--- src/rtl/mqttd_pkg.sv ---
`default_nettype none
package mqttd_pkg;

   localparam int MAX_LENGTH_DIGITS = 4;

   localparam logic [3:0] TYPE_CONNACK    = 4'd2;
   localparam logic [3:0] TYPE_PUBLISH    = 4'd3;
   localparam logic [3:0] TYPE_PUBACK     = 4'd4;
   localparam logic [3:0] TYPE_PINGRESP   = 4'd13;
   localparam logic [3:0] TYPE_DISCONNECT = 4'd14;

   localparam logic [7:0] LEN_DATA_MASK = 8'h7F;

   typedef enum logic [1:0] {
      PH_TYPE    = 2'd0,
      PH_LEN     = 2'd1,
      PH_BODY    = 2'd2,
      PH_DISCARD = 2'd3
   } phase_type;

   typedef enum logic [3:0] {
      EV_CONNACK_OK     = 4'd0,
      EV_CONNACK_REFUSE = 4'd1,
      EV_CONNACK_SHORT  = 4'd2,
      EV_PUBACK         = 4'd3,
      EV_PUBACK_SHORT   = 4'd4,
      EV_PINGRESP       = 4'd5,
      EV_DISCONNECT     = 4'd6,
      EV_PUBLISH        = 4'd7,
      EV_OTHER          = 4'd8,
      EV_BAD_LENGTH     = 4'd9
   } event_type;

   typedef struct packed {
      event_type   event_res;
      logic [3:0]  packet_type;
      logic [3:0]  header_flags;
      logic [27:0] body_length;
      logic [7:0]  return_code;
      logic [15:0] ack_id;
   } result_type;

endpackage
`default_nettype wire

--- src/rtl/mqttd_rsp_buf.sv ---
`default_nettype none
// Two-entry result buffer: an output register plus a skid register so the
// request side keeps flowing while a result waits.
module mqttd_rsp_buf (
   input  wire                  clock,
   input  wire                  reset,
   input  wire                  push,
   input  wire mqttd_pkg::result_type push_data,
   output logic                 full,
   output logic                 out_valid,
   input  wire                  out_ready,
   output mqttd_pkg::result_type out_data
);

   logic                  out_valid_ff, out_valid_in;
   logic                  skid_valid_ff, skid_valid_in;
   mqttd_pkg::result_type out_data_ff, out_data_in;
   mqttd_pkg::result_type skid_data_ff, skid_data_in;
   logic                  pop;

   assign pop       = out_valid_ff & out_ready;
   assign full      = skid_valid_ff;
   assign out_valid = out_valid_ff;
   assign out_data  = out_data_ff;

   always_comb begin
      out_valid_in  = out_valid_ff;
      skid_valid_in = skid_valid_ff;
      out_data_in   = out_data_ff;
      skid_data_in  = skid_data_ff;
      if (!out_valid_ff) begin
         out_valid_in = push;
         out_data_in  = push_data;
      end else if (pop) begin
         if (skid_valid_ff) begin
            out_data_in   = skid_data_ff;
            skid_valid_in = 1'b0;
         end else begin
            out_valid_in = push;
            out_data_in  = push_data;
         end
      end else if (push) begin
         skid_valid_in = 1'b1;
         skid_data_in  = push_data;
      end
   end

   always_ff @(posedge clock) begin
      if (reset) begin
         out_valid_ff  <= 1'b0;
         skid_valid_ff <= 1'b0;
      end else begin
         out_valid_ff  <= out_valid_in;
         skid_valid_ff <= skid_valid_in;
      end
      out_data_ff  <= out_data_in;
      skid_data_ff <= skid_data_in;
   end

endmodule
`default_nettype wire

--- src/rtl/mqtt_rx_packet_deframer_unit.sv ---
`default_nettype none
// MQTT 3.1.1 receive deframer. Each request carries one received byte
// (action 0) or a clear (action 1) that drops any partial packet and leaves
// the discard state. Every request is consumed by a single
// state update; when a packet's last byte arrives (its length byte for a
// zero remaining length, else its last body byte) one classified event is
// written to the result buffer, whose output register and skid register let
// a new request be taken every cycle, even while a result waits. Only when
// both buffer entries are occupied does req_ready drop. A continuation bit
// on the fourth length byte reports bad length once, then bytes are
// discarded until a clear.
module mqtt_rx_packet_deframer_unit (
   input  wire         clock,
   input  wire         reset,
   input  wire         req_valid,
   output logic        req_ready,
   input  wire         req_action,
   input  wire  [7:0]  req_rx_byte,
   output logic        rsp_valid,
   input  wire         rsp_ready,
   output logic [3:0]  rsp_event_res,
   output logic [3:0]  rsp_packet_type,
   output logic [3:0]  rsp_header_flags,
   output logic [27:0] rsp_body_length,
   output logic [7:0]  rsp_return_code,
   output logic [15:0] rsp_ack_id
);

   mqttd_pkg::phase_type phase_ff, phase_in;
   logic [7:0]  type_byte_ff, type_byte_in;
   logic [27:0] accum_ff, accum_in;
   logic [2:0]  digits_ff, digits_in;
   logic [27:0] left_ff, left_in;
   logic [1:0]  seen_ff, seen_in;
   logic [15:0] ftb_ff, ftb_in;

   logic        accept, take_byte, buf_full;
   logic [27:0] digit_add, acc_next, left_dec;
   logic [2:0]  digits_next;
   logic [1:0]  seen_upd;
   logic [15:0] ftb_upd;
   logic        len_last, too_long, emit_pkt, emit_bad;
   logic [1:0]  seen_e;
   logic [15:0] ftb_e;
   mqttd_pkg::result_type result;

   assign req_ready = ~buf_full;
   assign accept    = req_valid & req_ready;
   assign take_byte = accept & ~req_action;

   always_comb begin
      case (digits_ff[1:0])
         2'd0:    digit_add = {21'd0, req_rx_byte[6:0]};
         2'd1:    digit_add = {14'd0, req_rx_byte[6:0], 7'd0};
         2'd2:    digit_add = {7'd0, req_rx_byte[6:0], 14'd0};
         default: digit_add = {req_rx_byte[6:0], 21'd0};
      endcase
   end

   assign acc_next    = accum_ff + digit_add;
   assign digits_next = digits_ff + 3'd1;
   assign left_dec    = left_ff - 28'd1;
   assign seen_upd    = (seen_ff < 2'd2) ? seen_ff + 2'd1 : seen_ff;
   assign ftb_upd     = (seen_ff < 2'd2) ? {ftb_ff[7:0], req_rx_byte} : ftb_ff;

   assign len_last = (phase_ff == mqttd_pkg::PH_LEN) & ~req_rx_byte[7];
   assign too_long = (phase_ff == mqttd_pkg::PH_LEN) & req_rx_byte[7]
                   & (digits_next >= 3'(mqttd_pkg::MAX_LENGTH_DIGITS));
   assign emit_pkt = take_byte & ((len_last & (acc_next == 28'd0))
                   | ((phase_ff == mqttd_pkg::PH_BODY) & (left_dec == 28'd0)));
   assign emit_bad = take_byte & too_long;

   // next state
   always_comb begin
      phase_in     = phase_ff;
      type_byte_in = type_byte_ff;
      accum_in     = accum_ff;
      digits_in    = digits_ff;
      left_in      = left_ff;
      seen_in      = seen_ff;
      ftb_in       = ftb_ff;
      if (accept && req_action) begin
         phase_in     = mqttd_pkg::PH_TYPE;
         type_byte_in = 8'd0;
         accum_in     = 28'd0;
         digits_in    = 3'd0;
         left_in      = 28'd0;
         seen_in      = 2'd0;
         ftb_in       = 16'd0;
      end else if (take_byte) begin
         case (phase_ff)
            mqttd_pkg::PH_TYPE: begin
               type_byte_in = req_rx_byte;
               accum_in     = 28'd0;
               digits_in    = 3'd0;
               left_in      = 28'd0;
               seen_in      = 2'd0;
               ftb_in       = 16'd0;
               phase_in     = mqttd_pkg::PH_LEN;
            end
            mqttd_pkg::PH_LEN: begin
               accum_in  = acc_next;
               digits_in = digits_next;
               if (len_last) begin
                  if (acc_next == 28'd0) begin
                     phase_in = mqttd_pkg::PH_TYPE;
                  end else begin
                     left_in  = acc_next;
                     seen_in  = 2'd0;
                     phase_in = mqttd_pkg::PH_BODY;
                  end
               end else if (too_long) begin
                  phase_in = mqttd_pkg::PH_DISCARD;
               end
            end
            mqttd_pkg::PH_BODY: begin
               seen_in = seen_upd;
               ftb_in  = ftb_upd;
               left_in = left_dec;
               if (left_dec == 28'd0) begin
                  phase_in = mqttd_pkg::PH_TYPE;
               end
            end
            default: begin
               phase_in = phase_ff;
            end
         endcase
      end
   end

   // event classification
   always_comb begin
      seen_e = (phase_ff == mqttd_pkg::PH_BODY) ? seen_upd : 2'd0;
      ftb_e  = (phase_ff == mqttd_pkg::PH_BODY) ? ftb_upd : 16'd0;
      result.packet_type  = type_byte_ff[7:4];
      result.header_flags = type_byte_ff[3:0];
      result.body_length  = (phase_ff == mqttd_pkg::PH_LEN) ? acc_next : accum_ff;
      result.return_code  = 8'd0;
      result.ack_id       = 16'd0;
      case (type_byte_ff[7:4])
         mqttd_pkg::TYPE_CONNACK: begin
            if (seen_e < 2'd2) begin
               result.event_res = mqttd_pkg::EV_CONNACK_SHORT;
            end else begin
               result.return_code = ftb_e[7:0];
               result.event_res   = (ftb_e[7:0] == 8'd0) ? mqttd_pkg::EV_CONNACK_OK
                                                         : mqttd_pkg::EV_CONNACK_REFUSE;
            end
         end
         mqttd_pkg::TYPE_PUBACK: begin
            if (seen_e < 2'd2) begin
               result.event_res = mqttd_pkg::EV_PUBACK_SHORT;
            end else begin
               result.event_res = mqttd_pkg::EV_PUBACK;
               result.ack_id    = ftb_e;
            end
         end
         mqttd_pkg::TYPE_PINGRESP:   result.event_res = mqttd_pkg::EV_PINGRESP;
         mqttd_pkg::TYPE_DISCONNECT: result.event_res = mqttd_pkg::EV_DISCONNECT;
         mqttd_pkg::TYPE_PUBLISH:    result.event_res = mqttd_pkg::EV_PUBLISH;
         default:                    result.event_res = mqttd_pkg::EV_OTHER;
      endcase
      if (emit_bad) begin
         result.event_res   = mqttd_pkg::EV_BAD_LENGTH;
         result.body_length = 28'd0;
         result.return_code = 8'd0;
         result.ack_id      = 16'd0;
      end
   end

   always_ff @(posedge clock) begin
      if (reset) begin
         phase_ff     <= mqttd_pkg::PH_TYPE;
         type_byte_ff <= 8'd0;
         accum_ff     <= 28'd0;
         digits_ff    <= 3'd0;
         left_ff      <= 28'd0;
         seen_ff      <= 2'd0;
         ftb_ff       <= 16'd0;
      end else begin
         phase_ff     <= phase_in;
         type_byte_ff <= type_byte_in;
         accum_ff     <= accum_in;
         digits_ff    <= digits_in;
         left_ff      <= left_in;
         seen_ff      <= seen_in;
         ftb_ff       <= ftb_in;
      end
   end

   mqttd_pkg::result_type out_data;

   mqttd_rsp_buf u_rsp_buf (
      .clock     (clock),
      .reset     (reset),
      .push      (emit_pkt | emit_bad),
      .push_data (result),
      .full      (buf_full),
      .out_valid (rsp_valid),
      .out_ready (rsp_ready),
      .out_data  (out_data)
   );

   assign rsp_event_res    = out_data.event_res;
   assign rsp_packet_type  = out_data.packet_type;
   assign rsp_header_flags = out_data.header_flags;
   assign rsp_body_length  = out_data.body_length;
   assign rsp_return_code  = out_data.return_code;
   assign rsp_ack_id       = out_data.ack_id;

endmodule
`default_nettype wire
--- config.mk ---
export PLATFORM = sky130hd
export DESIGN_NAME = mqtt_rx_packet_deframer_unit
export DESIGN_NICKNAME = d
export VERILOG_FILES = /design/src/rtl/mqttd_pkg.sv /design/src/rtl/mqttd_rsp_buf.sv /design/src/rtl/mqtt_rx_packet_deframer_unit.sv
export SDC_FILE = /design/constraint.sdc
export NUM_CORES = 1
export LEC_CHECK = 0
export CORE_AREA = 2 2 149 151
export DETAILED_ROUTE_END_ITERATION = 10
export DIE_AREA = 0 0 151 153
export DONT_BUFFER_PORTS = 1
export PLACE_DENSITY = 0.78
export SLEW_MARGIN = 15
export SYNTH_ARGS = -nofsm -noshare
export SYNTH_HDL_FRONTEND = slang
export SYNTH_SLANG_ARGS = --single-unit
--- constraint.sdc ---
create_clock -name clock -period 5.4 [get_ports clock]
set_input_delay 0.54 -clock clock [delete_from_list [all_inputs] [get_ports clock]]
set_output_delay 0.54 -clock clock [all_outputs]
set_load 0.02 [all_outputs]
==> metrics.csv, run 1 <==
metric;value;unit
status;completed;
Die X;151;microns
total setup buffers inserted after CTS;0;
Fin Setup TNS;0;ps
Final Hold Viols;0;
Critical path destination;u_rsp_buf.skid_data_ff[39]$_DFFE_PP_;
Req. time, crit path;5570;ps
Final Wtd Congestion;0.946;
Synth Area in Simple Gates;0.235;
pin count of the biggest net entering global routing;65;
Finished Core Util;0.610;
Final Slew Violations;0;
CP Data Arrival Time;5170;ps
Register-to-Register Setup Slack;400;ps
RSZ-0062 raised after global routing;false;
Mapped Cells;1411;
Synth area leader;edfxtp_1;
Routed Antenna Nets;0;
post-synthesis adder-cell area fraction;0.0394;
Max Fclk;200;MHz
CTS tree;done;
leakage;4.99;nW
Bufs on Longest Clock Path;3;
grt ovf;0;
Distinct cells, synth;78;
Crit Path Class;flip-flop to flip-flop;
kind of start point of the critical path;flip-flop;
CP endpoint kind;flip-flop;
Via density;6.32;
most frequent cells in the layout;nand2_1, nor2_1, edfxtp_1;
commonest non-fill, non-tap cell in the layout;nand2_1;
initial antenna violation count;0;
first-pass GRT wire length;52800;microns
clk root buf;clkbuf_16;
clk slew on worst S/H paths;60;ps
Die H;153;microns
top cells by area, synth;edfxtp_1, dfxtp_1, nand2_1;
Initial Util;0.571;
DR WL/cell;20.7;microns
Design Power;0.00342;W
multiplexer share of the synthesized area;0.0382;
Rel. slew slack;0.273;
Residual DRC;0;
Clock Skew;17.6;ps
Worst Tran Pin Value;1090;ps
Final Cycle Share;0.926;
minimum clock period;5000;ps
Core Footprint;0.0215;sq mm
row count;54;
Top FF cell, synth;edfxtp_1;
Port-buffer cells;0;
Seq/Total Area, Yosys;0.459;
Synth async-reset ratio;0;
HPWL after DPL;24700;microns
post-CTS sizing;0;
syn_area_per_cell;8.69;sq um
cell area after synthesis;0.0123;sq mm
clock sink count;217;
hold bufs inserted after CTS;0;
CTS H-tree depth;1;
full die area;0.0231;sq mm
All-Layer GR Usage;0.293;
R2R depth;17;
# Max-Cap Violations;0;
r2r startpoint;digits_ff[0]$_SDFFE_PP0P_;
worst min path class;primary input to flip-flop;
synth warn;0;
1st-pass router iterations;6;
main combinational cell family by area after synthesis;simple AND/OR/NAND/NOR gates;
crit-path max FO;64;
Power Density;261;mW/mm^2
num ports;79;
# setup viols final;0;
share of post-route cells with drive strength above 1;0.0557;
Worst Setup SP;digits_ff[0]$_SDFFE_PP0P_;
post-synthesis compound-gate area fraction;0.166;
reg2reg end;u_rsp_buf.skid_data_ff[39]$_DFFE_PP_;
Synth top area share;0.313;
vias in the first global route;9476;
number of synthesized register bits;217;
xor and xnor area share after synthesis;0.0243;
antenna cells;0;
Area growth syn-to-layout;6.91;%
Post-synth EDFFs;128;
worst-skew pair later-pin latency;520;ps
Detailed Route WL;34500;microns
Syn Nets;1462;
layout net count;1418;
peak supply drop;0.000205;V
via count;10500;
Fill cells;1779;
Num CTS Buffers;22;
drt initial violations;1123;
cell families after synthesis:
| kind of cell | count (synthesis) |
|---|---|
| compound gates | 322 |
| xor+xnor | 34 |
| fa+ha+maj | 38 |
| buf+inv | 111 |
| flops | 217 |
| mux | 45 |
| simple gates | 644 |
critical path: stages, from the launching register on:
cell and delay (ps):
dfxtp_1 410, ha_1 450, nor2b_1 190, and2_1 200
ha_1 190, inv_1 70, fa_1 220, nor2b_1 80
o31ai_1 490, a2111o_1 300, nand3b_1 160, o31a_1 310
a211o_1 310, nor4_1 280, nand4_1 310, nand2_1 140
and3_2 210, buf_12 300
stage by stage:
stage / hold slack, ps / setup slack [ps] / std cells / cell area, sq um
global placement: 438 / 656 / 1623 / 12400
floorplan: 406 / 683 / 1411 / 12300
detailed placement: 444 / 544 / 1623 / 12400
global route: 82.5 / 84.0 / 1663 / 13100
finish: 89.9 / 398 / 1663 / 13100
CTS: 84.5 / 511 / 1663 / 13100
cell type report:
class | instances | area [sq um] | area share
sequential | 217 | 5630 | 0.429
multi-input combinational | 1083 | 6180 | 0.472
clock buffer | 31 | 604 | 0.0461
timing repair buffer | 17 | 140 | 0.0107
inverter | 26 | 97.6 | 0.00744
clock inverter | 9 | 109 | 0.00830
tap | 280 | 350 | 0.0267
synth_stat cells, drive strengths merged, types with 4 or more instances:
library cell,count
a211o,4
a211oi,7
a21o,10
a21oi,120
a22oi,16
a31oi,5
and2,41
and3,13
buf,18
clkbuf,67
dfxtp,89
edfxtp,128
ha,37
inv,26
mux2,14
mux2i,31
nand2,288
nand2b,10
nand3,20
nand3b,7
nand4,11
nand4b,5
nor2,179
nor2b,7
nor3,27
nor4,10
nor4b,5
o211ai,8
o21a,5
o21ai,61
o31a,7
o31ai,37
o32ai,4
or3,8
xnor2,16
xor2,18
report_power, final:
group / switching (W) / leakage, nW / internal (W)
combinational: 0.000100 / 2.61 / 0.0000395
clock: 0.000637 / 0.342 / 0.000881
sequential: 0.0000166 / 2.04 / 0.00175
routing by layer:
metal,global-route usage,vias to the layer above,wire (microns)
met5,0,-,0
met4,0.115,0,1360
met3,0.0484,79,2980
met2,0.457,565,15600
met1,0.409,4927,14500
li1,-,4945,-
state kept, by name (all words and copies together), names as in the netlist:
register and count:
accum_ff 28, digits_ff 3, ftb_ff 16, left_ff 28
phase_ff 2, seen_ff 2, type_byte_ff 8, u_rsp_buf.full 1
u_rsp_buf.out_data 64, u_rsp_buf.out_valid 1, u_rsp_buf.skid_data_ff 64
worst min path at each step:
stage / start / cells past startpoint / slack [ps] / end
floorplan: type_byte_ff[4]$_SDFFE_PP0P_ / 0 / 410 / u_rsp_buf.skid_data_ff[56]$_DFFE_PP_
global placement: type_byte_ff[0]$_SDFFE_PP0P_ / 0 / 440 / u_rsp_buf.skid_data_ff[52]$_DFFE_PP_
detailed placement: type_byte_ff[2]$_SDFFE_PP0P_ / 0 / 440 / u_rsp_buf.skid_data_ff[54]$_DFFE_PP_
CTS: reset / 1 / 80 / u_rsp_buf.out_valid$_SDFF_PP0_
global route: reset / 1 / 80 / u_rsp_buf.out_valid$_SDFF_PP0_
finish: reset / 1 / 90 / u_rsp_buf.out_valid$_SDFF_PP0_
No activity file was read; power rests on OpenSTA's default activity.
==> run 2, diff against run 1 <==
- CORE_AREA: 2 2 149 151 -> 2 2 169 171
- DIE_AREA: 0 0 151 153 -> 0 0 171 173
- HOLD_SLACK_MARGIN: default -> 0.1
- PLACE_DENSITY: 0.78 -> 0.63
==> run 2 against run 1 <==
Fmax is 1.6% higher. Highest routed layer unchanged. Global-route usage fell by 5.9 points. Clock skew rose by 2.5 ps. Worst hold slack improved by 32 ps. Sequential power barely moved. Register-to-register slack better by 80 ps.
==> metrics.csv, run 2 (synthesized netlist as in run 1, its figures left out) <==
metric;value;unit;change
pin count of the biggest net entering global routing;63;;-3.1%
num ports;79;;unchanged
full die area;0.0296;sq mm;+28%
total setup buffers inserted after CTS;0;;unchanged
vias in the first global route;9354;;-1.3%
clock sink count;217;;unchanged
Max Fclk;203;MHz;+1.6%
status;completed;;
share of post-route cells with drive strength above 1;0.0612;;+0.00552
Crit Path Class;flip-flop to flip-flop;;
CP Data Arrival Time;5130;ps;-40 ps
Logic pwr share;0.040;;about the same
Die X;171;microns;+13%
Fin Setup TNS;0;ps;unchanged
Final Slew Violations;0;;unchanged
Sw Pwr;0.000779;W;+3.4%
commonest non-fill, non-tap cell in the layout;nand2_1;;
most frequent cells in the layout;nand2_1, nor2_1, edfxtp_1;;
Num CTS Buffers;23;;+4.5%
final cell count without fillers;1767;;+6.3%
DR WL/cell;19.7;microns;-4.9%
Final Hold Viols;0;;unchanged
Via density;5.80;;-8.3%
minimum clock period;4920;ps;-79.1 ps
Core Footprint;0.0276;sq mm;+29%
Rel. slew slack;0.233;;-0.0400
Area growth syn-to-layout;8.99;%;
Detailed Route WL;34800;microns;+1.0%
worst min path class;primary input to flip-flop;;
Routed Antenna Nets;0;;unchanged
drt initial violations;1006;;-10%
HPWL after DPL;24900;microns;+0.84%
# Max-Cap Violations;0;;unchanged
worst-skew pair later-pin latency;530;ps;about the same
# setup viols final;0;;unchanged
Die H;173;microns;+13%
internal power;0.00282;W;+5.7%
Reg power frac;0.490;;-0.026
Port-buffer cells;0;;unchanged
Initial Util;0.444;;-0.127
Worst Tran Pin Value;1140;ps;+53.8 ps
row count;61;;+13%
CP endpoint kind;flip-flop;;
Placed Instances;1724;;+6.2%
layout net count;1423;;+0.35%
All-Layer GR Usage;0.234;;-0.0589
CTS H-tree depth;1;;unchanged
Final Wtd Congestion;0.953;;+0.76%
CTS tree;done;;
Power Density;269;mW/mm^2;+3.2%
1st-pass router iterations;5;;-1
Req. time, crit path;5600;ps;+30 ps
Clock Skew;20.2;ps;+2.52 ps
crit-path max FO;39;;-39%
initial antenna violation count;0;;unchanged
antenna cells;0;;unchanged
Bufs on Longest Clock Path;3;;unchanged
final instance area;0.0134;sq mm;+1.9%
clk slew on worst S/H paths;60;ps;about the same
peak supply drop;0.000188;V;-8.1%
leakage;5.06;nW;+1.4%
Residual DRC;0;;unchanged
RSZ-0062 raised after global routing;false;;
kind of start point of the critical path;flip-flop;;
via count;10200;;-2.5%
clock share of power;0.471;;+0.027
placed cell areas;0.0125;sq mm;+1.2%
Switching Share;0.217;;-0.00380
grt ovf;0;;unchanged
first-pass GRT wire length;54500;microns;+3.3%
clk root buf;clkbuf_16;;
Final Cycle Share;0.912;;-0.0146
-- run 2: timing repair --
| item | CTS | global route |
|---|---|---|
| hold buffers | 1 | 0 |
| gates resized for setup | 0 | 2 |
| endpoints found under the setup margin | 0 | 56 |
| hold endpoints to repair | 2 | 0 |
-- run 2: path summary, 6_finish.rpt --
path                                      from                                   end  slack (ps)  cells after the start
setup reg to reg     digits_ff[0]$_SDFFE_PP0P_  u_rsp_buf.skid_data_ff[40]$_DFFE_PP_         480                     18
hold reg to reg   type_byte_ff[2]$_SDFFE_PP0P_  u_rsp_buf.skid_data_ff[54]$_DFFE_PP_         470                      0
hold / removal                       rsp_ready           u_rsp_buf.full$_SDFFE_PP0P_         120                      1
setup / recovery     digits_ff[0]$_SDFFE_PP0P_  u_rsp_buf.skid_data_ff[40]$_DFFE_PP_         480                     18
-- run 2: critical path, cell delays in order (launching register included) --
cell and delay [ps]:
dfxtp_1 410, inv_1 90, ha_1 190, nor2b_2 190, and2_1 170, ha_1 190
inv_1 70, fa_1 220, nor2b_1 80, o31ai_1 420, a2111o_1 290, nand3b_1 190
o31a_1 320, a211o_1 320, nor4_1 300, nand4_1 310, nand2_1 140, and3_2 380
buf_12 270
-- run 2: final cells by class --
| cell class | count | area, sq um |
|---|---|---|
| Timing Repair Buffer | 21 | 173 |
| Sequential cell | 217 | 5630 |
| Clock buffer | 28 | 594 |
| Tap cell | 378 | 473 |
| Inverter | 26 | 97.6 |
| Clock inverter | 14 | 218 |
| Multi-Input combinational cell | 1083 | 6190 |
| Fill cell | 2641 | 14300 |
-- run 2: metrics by stage --
step | total power (W) | hold WS [ps] | setup slack, ps | util
finish | 0.00360 | 122 | 477 | 0.484
global route | 0.00371 | 113 | 124 | 0.484
CTS | 0.00362 | 105 | 295 | 0.484
detailed placement | 0.00194 | 460 | 315 | 0.454
global placement | 0.00193 | 445 | 436 | 0.454
floorplan | 0.00190 | 406 | 683 | -
-- run 2: routing by layer --
layer  track usage  part of all wire
met5             0                 0
met4        0.0759             0.035
met3        0.0288             0.060
met2         0.359              0.44
met1         0.343              0.46
-- run 2: power by group through the flow --
stage,clock (W),combinational (W),sequential (W)
6_report,0.00169,0.000142,0.00176
5_1_grt,0.00179,0.000154,0.00176
4_1_cts,0.00172,0.000139,0.00176
3_5_place_dp,0,0.000138,0.00180
3_3_place_gp,0,0.000136,0.00180
2_1_floorplan,0,0.000105,0.00179
